### config.mk
export PLATFORM = sky130hd
export DESIGN_NAME = kpd_ctrl
export DESIGN_NICKNAME = d
export VERILOG_FILES = /design/src/rtl/kpd_pkg.sv /design/src/rtl/kpd_ctrl.sv
export SDC_FILE = /design/constraint.sdc
export NUM_CORES = 1
export LEC_CHECK = 0
export BUFFER_PORTS_ARGS = -buffer_cell sky130_fd_sc_hd__buf_2
export CAP_MARGIN = 20
export CORE_AREA = 2 2 39 41
export DETAILED_ROUTE_END_ITERATION = 8
export DIE_AREA = 0 0 41 43
export SKIP_LAST_GASP = 1
export SLEW_MARGIN = 20
export SYNTH_ARGS = -nofsm -noshare
export SYNTH_HDL_FRONTEND = slang
export SYNTH_SLANG_ARGS = --single-unit
### constraint.sdc
create_clock -name clk -period 2 [get_ports clk]
set_clock_uncertainty 0.2 [all_clocks]
set_input_delay 0.4 -clock clk [delete_from_list [all_inputs] [get_ports clk]]
set_output_delay 0.4 -clock clk [all_outputs]
set_load 0.005 [all_outputs]
### src/rtl/kpd_pkg.sv
`timescale 1ns / 1ps
// ----------------------------------------------------------------------------
// kpd_pkg: shared types and constants of the k-mer profile distance block
// Field widths, opcodes and the command and status groups that join the
// controller and the datapath.
// ----------------------------------------------------------------------------
package kpd_pkg;

	// field widths of the request and response transactions
	localparam int SLOT_FIELD_W = 3;
	localparam int BASE_W       = 2;
	localparam int KLEN_W       = 3;
	localparam int DIST_W       = 48;
	localparam int COUNT_W      = 15;
	localparam int SQ_W         = 2 * COUNT_W;

	// opcodes
	localparam logic OP_PUSH = 1'b0;
	localparam logic OP_DIST = 1'b1;

	// saturation limits and register reset value
	localparam logic [COUNT_W-1:0] COUNT_MAX  = {COUNT_W{1'b1}};
	localparam logic [DIST_W-1:0]  DIST_MAX   = {DIST_W{1'b1}};
	localparam logic [KLEN_W-1:0]  KLEN_RESET = 3'd4;

	// controller to datapath
	typedef struct packed {
		logic load;      // latch the request fields, clear the accumulator
		logic clr_all;   // clearing pass over the whole count memory
		logic clr_slot;  // clearing pass over one slot's table
		logic push_rd;   // update the window and read the k-mer count
		logic push_wr;   // write back the raised count
		logic dst_rd;    // read both slots at the sweep index
		logic out_load;  // move the sum into the response register
	} kpd_cmd_t;

	// datapath to controller
	typedef struct packed {
		logic in_op;      // opcode of the offered request
		logic in_first;   // first flag of the offered request
		logic init_last;  // sweep at the last memory address
		logic row_last;   // sweep at the last k-mer of a table
		logic pipe_busy;  // distance pipeline still holds data
		logic out_busy;   // response register holds an untaken result
	} kpd_status_t;

endpackage

### src/rtl/kpd_ctrl.sv
`timescale 1ns / 1ps
// ----------------------------------------------------------------------------
// kpd_ctrl: sequencing state machine
// Runs the clearing pass after reset, the read-modify-write of a symbol
// transaction and the table sweep of a distance transaction.
// ----------------------------------------------------------------------------
module kpd_ctrl import kpd_pkg::*; (
	input  logic        clk,
	input  logic        arst_n,
	input  logic        in_valid,
	output logic        in_ready,
	input  kpd_status_t status,
	output kpd_cmd_t    cmd
);

	localparam logic [2:0] S_INIT = 3'd0;
	localparam logic [2:0] S_IDLE = 3'd1;
	localparam logic [2:0] S_CLR  = 3'd2;
	localparam logic [2:0] S_RD   = 3'd3;
	localparam logic [2:0] S_WR   = 3'd4;
	localparam logic [2:0] S_DST  = 3'd5;
	localparam logic [2:0] S_DRN  = 3'd6;

	logic [2:0] state_q;
	logic [2:0] state_nx;

	// next state and commands
	always_comb begin
		state_nx = state_q;
		cmd      = '0;
		in_ready = 1'b0;
		case (state_q)
			S_INIT: begin
				cmd.clr_all = 1'b1;
				if (status.init_last) state_nx = S_IDLE;
			end
			S_IDLE: begin
				in_ready = 1'b1;
				if (in_valid) begin
					cmd.load = 1'b1;
					if (status.in_op == OP_DIST) state_nx = S_DST;
					else if (status.in_first) state_nx = S_CLR;
					else state_nx = S_RD;
				end
			end
			S_CLR: begin
				cmd.clr_slot = 1'b1;
				if (status.row_last) state_nx = S_RD;
			end
			S_RD: begin
				cmd.push_rd = 1'b1;
				state_nx    = S_WR;
			end
			S_WR: begin
				cmd.push_wr = 1'b1;
				state_nx    = S_IDLE;
			end
			S_DST: begin
				cmd.dst_rd = 1'b1;
				if (status.row_last) state_nx = S_DRN;
			end
			S_DRN: begin
				if (!status.pipe_busy && !status.out_busy) begin
					cmd.out_load = 1'b1;
					state_nx     = S_IDLE;
				end
			end
			default: begin
				state_nx = S_INIT;
			end
		endcase
	end

	// state register
	always_ff @(posedge clk or negedge arst_n) begin
		if (!arst_n) state_q <= S_INIT;
		else state_q <= state_nx;
	end

endmodule

## Word-level counts from Yosys, hierarchy flattened

Index checks and enable logic that the tools add are counted.

| word-level totals | value |
|---|---|
| output and inout bits | 8 |
| logic and storage cells | 35 |
| bits of input ports | 9 |
| flip-flop bits (word level) | 3 |

| cells by class | value |
|---|---|
| multiplexer cells | 18 |
| reductions and logical operators | 5 |
| equality and inequality tests | 11 |

Operator list:

| kind | number |
|---|---|
| 3-bit case mux with 7 select lines | 1 |
| 3-bit 2-to-1 mux | 6 |
| 1-bit 2-to-1 mux | 11 |
| 2-bit inequality test, second input constant | 5 |
| 3-bit equality test, second input constant | 3 |
| 3-bit by 2-bit equality test with 1-bit output, second input constant | 2 |
| 5-bit AND reduction | 1 |
| 3-bit by 1-bit equality test with 1-bit output, second input constant | 1 |
| 3-bit zero test | 1 |
| 1-bit zero test | 2 |
| 1-bit logical AND | 1 |

## Depth between registers and ports, before layout

| logic depth | value |
|---|---|
| word-level depth | 4 |
| gate-level depth with buffers | 5 |
| depth with buffers taken out | 4 |

## Worst setup path before layout

OpenSTA, ideal clock, no wires.

| path | value |
|---|---|
| path kind | flip-flop to flip-flop |
| from | reg state_q[1] |
| to | reg state_q[0] |
| library setup time | 0.128 ns |
| period minus slack after synthesis | 1.651 ns |
| stages on the path, launching flop included | 6 |
| data required time | 1.672 ns |
| path slack | 0.349 ns |
| arrival | 1.324 ns |
| cells stage by stage | dfrtp_1 > buf_6 > nand3b_2 > o32ai_2 > nor4_2 > mux2_1 |

| between the ends | value |
|---|---|
| longest elaborated chain between the ends | 3 |
| elaborated cells between the ends (all ways) | 14 |
| classes of those cells | eq/ne: 11; mux: 1; reduce/logical: 2 |

RTL lines:

| element | line | source |
|---|---|---|
| from (decl) | kpd_ctrl.sv:24 | `logic [2:0] state_q;` |
| from (signal assigned) | kpd_ctrl.sv:77 | `else state_q <= state_nx;` |
| 3-bit equality test (tied with other cells) | kpd_ctrl.sv:32 | `case (state_q)` |
| 2-bit inequality test (no source line) | - |  |
| 5-bit AND reduction (no source line) | - |  |

Parallel ways exist; a longest one is shown, timed or not.
A chain may end at the register's enable or synchronous reset.

==> summary by stage <==
Synth
The yosys synthesis warning count is 0. The cell area after synthesis is 304 sq um. The number of different library cells used by synthesis comes to 22. The number of nets handed over by synthesis was 44. Summed over all instances, the cell type with the most area after synthesis is dfrtp_1.

The sequential share of the synthesized area is 0.247. The post-synthesis average cell area is 8.69 sq um. The share of the synthesized area in the top cell type is 0.247. After synthesis, the cell types taking the most area are dfrtp_1 25%, buf_6 7.4%, nor2_1 7.4%.

Synthesis produced a netlist whose cell count is 35. The synthesized design contains 3 register bits.

GRT
In the global route stage, met3 resource usage came out at 0.0157. For this run, global-route usage on met2 was measured as 0.153. The number of antenna violations at the first check in global routing was 0. After global routing, the most crowded layer is met2. For this run, the total global-route usage over all layers was measured as 0.106. The global-route wire length before repair is 1230 microns. For this run, global-route usage on met1 was measured as 0.132.

The via count of the first global-routing pass came to 296. The total overflow left after global routing is 0. Entering global routing, the biggest net connects 10 pins.

Cells and area
In the layout the commonest cells are 16 x buf_2, 6 x nor2_1. Relative to the synthesized area, the layout overhead comes to 42.4%. Ranked by flip-flop count, first place goes to state_q. The number of antenna diodes in the final layout is 0. The register with the most flip-flops in the layout has 3 of them. With fillers left out, the area of the finished cells amounts to 433 sq um. Of the cells placed in the final design, the portion with a size suffix greater than 1 is 0.464.

After the last flow step, the layout net total stands at 66. The largest registers in the layout are state_q x3. Leaving out fill and tap cells, the most frequent cell in the layout is buf_2.

Setup path
The setup path with the least slack is of type flip-flop to output port. The element type at the critical path start is a flip-flop. In this run the worst path has a maximum fanout of 9. The endpoint identified for the worst register-to-register timing path is state_q[0]$_DFFE_PN0P_.

The startpoint of the worst-slack reg-to-reg timing path is state_q[1]$_DFFE_PN0P_. The depth of the most critical reg-to-reg path is 4. The category of the worst setup path capture point is an output port.

The data arrival time of the critical path is 1.24 ns. In this run the register-to-register setup slack is 0.20 ns. The required time at the endpoint of the critical path is 1.40 ns.

Clock tree
In this run, CTS created clock tree buffers numbering 3. The clock-pin transition on the worst setup and hold timing paths is 0.04 ns. CTS built an H-tree with a depth of 1. The number of buffers between clock root and the deepest sink is 2.

The clock reaches the later pin of the worst-skew pair after 0.23 ns. The root buffer cell chosen for the clock tree is clkbuf_4. Counting every sink on the clock net gives 3. The CTS tree is built. The post-CTS setup repair buffer count is 0.

Timing
The setup violation total in the final timing report is 0. The pin slew with the least headroom to its limit is 0.323 ns. The clock period could shrink to 1.84 ns.

The highest clock rate is 0.542 GHz. Setup repair after global routing left no endpoint under its margin. The tightest slew margin relative to the limit is 0.783. The final max-slew violation count came to 0.

The share of the clock period used by the worst path after layout is 0.922. The number of hold-slack violations in the final timing report was 0. The final-layout setup total negative slack is 0 ns. Hold timing on the final database bottoms out at a slack of 0.287 ns.

Power
In this run the power density over the cells is 1460 nW/um^2. The leakage component of the power is 0.000220 uW. The cell-internal power is 368 uW.

Of the total power, the share spent switching nets is 0.416. The portion of total power attributed to the clock network is 0.172. Across the VDD grid, the largest voltage drop is 0.437 mV. The net switching power of the design is 263 uW. The combinational power share is 0.595.

Of the total power, registers draw 0.233.

Die
The die covers 1760 sq um. The number of standard-cell rows in the floorplan is 14. The starting density of the core is 0.220.

The core outline area is 1380 sq um. The die is 41 microns wide. The vertical die dimension is 43 microns. Pin placement for this block handled 17 I/O pins.

Detailed routing
The first TritonRoute pass finished after 4 iterations. In the routed layout, each cell is associated on average with a via count of 4.47. The detail route stage leaves a number of antenna-violating nets equal to 0. The routed length per instance is 10.5 microns. For this run, design rule violations remaining after detail routing come to 0. For this block, the initial DRC count from the detailed router was 7. The total wire length after detailed routing is 753 microns.

The vias after detailed routing is 322.

Placement
The placed instance area is 397 sq um. Port buffering added 16 buffers. The final weighted congestion in routability-driven placement is 0.725. Detailed placement ended at an HPWL of 569 microns.

Min path
The worst min-delay path category is primary input to asynchronous set/reset pin.

Job
Across the run, the number of max-cap violations was 0.

Run status
The run finished with clean final reports.
-- cell type report --
type,count,area [sq um]
Inverter,1,3.75
Sequential cell,3,75.1
Multi-Input combinational cell,28,195
Clock buffer,4,26.3
Fill cell,153,951
Tap cell,16,20.0
Timing Repair Buffer,20,113
-- critical path, cell delays in order, from the launching register on --
cell and delay [ns]:
dfrtp_1 0.49, buf_4 0.21, nor3b_1 0.17, buf_2 0.14
-- per-stage QoR --
| stage | utilization | power (uW) | instances | setup WS, ns |
|---|---|---|---|---|
| floorplan | - | 424 | 35 | 0.349 |
| global placement | 0.287 | 509 | 67 | 0.123 |
| detailed placement | 0.287 | 524 | 67 | 0.0732 |
| CTS | 0.313 | 638 | 72 | 0.142 |
| global route | 0.313 | 698 | 72 | 0.0574 |
| finish | 0.313 | 631 | 72 | 0.156 |
-- metal layers --
layer | up-vias | part of all wire
met5 | - | 0
met2 | 11 | 0.47
met1 | 142 | 0.47
met4 | 0 | 0
met3 | 0 | 0.058
li1 | 169 | -
-- worst max path at each step --
stage / from / endpoint / slack [ns] / cells after the start
2_1_floorplan: state_q[1]$_DFFE_PN0P_ / state_q[0]$_DFFE_PN0P_ / 0.35 / 5
3_3_place_gp: status[0] / state_q[0]$_DFFE_PN0P_ / 0.12 / 5
3_5_place_dp: status[0] / state_q[0]$_DFFE_PN0P_ / 0.07 / 5
4_1_cts: state_q[2]$_DFFE_PN0P_ / cmd[2] / 0.14 / 3
5_1_grt: state_q[2]$_DFFE_PN0P_ / cmd[2] / 0.06 / 3
6_report: state_q[2]$_DFFE_PN0P_ / cmd[2] / 0.16 / 3
-- timing repair --
action,4_1_cts,5_1_grt
endpoints found under the hold margin,3,0
gates resized for setup,0,0
hold buffers,1,0
-- cells by family after synthesis --
group           Yosys count  share of synthesized area
compound gates            6                      0.189
flops                     3                      0.247
simple gates             21                      0.416
buf+inv                   4                      0.111
mux                       1                     0.0370
-- synthesized netlist by cell type --
| cell | count |
|---|---|
| nand2_1 | 1 |
| and2b_2 | 1 |
| dfrtp_1 | 3 |
| nor3_1 | 3 |
| nand2b_1 | 3 |
| a21boi_0 | 1 |
| and2_1 | 1 |
| buf_6 | 2 |
| nor3b_1 | 2 |
| o32ai_2 | 1 |
| and3_1 | 1 |
| mux2_1 | 1 |
| o22a_1 | 1 |
| buf_4 | 1 |
| inv_1 | 1 |
| nand3b_2 | 1 |
| o31ai_1 | 1 |
| nor4_1 | 1 |
| a41o_1 | 1 |
| nor4_2 | 1 |
| nor2_1 | 6 |
| a211oi_1 | 1 |
-- power groups by stage --
stage | combinational, uW | sequential [uW] | clock [uW]
5_1_grt | 423 | 158 | 118
6_report | 375 | 147 | 109
3_3_place_gp | 365 | 144 | 0
2_1_floorplan | 302 | 122 | 0
4_1_cts | 378 | 147 | 113
3_5_place_dp | 376 | 148 | 0
(Power assumes the default switching activity.)
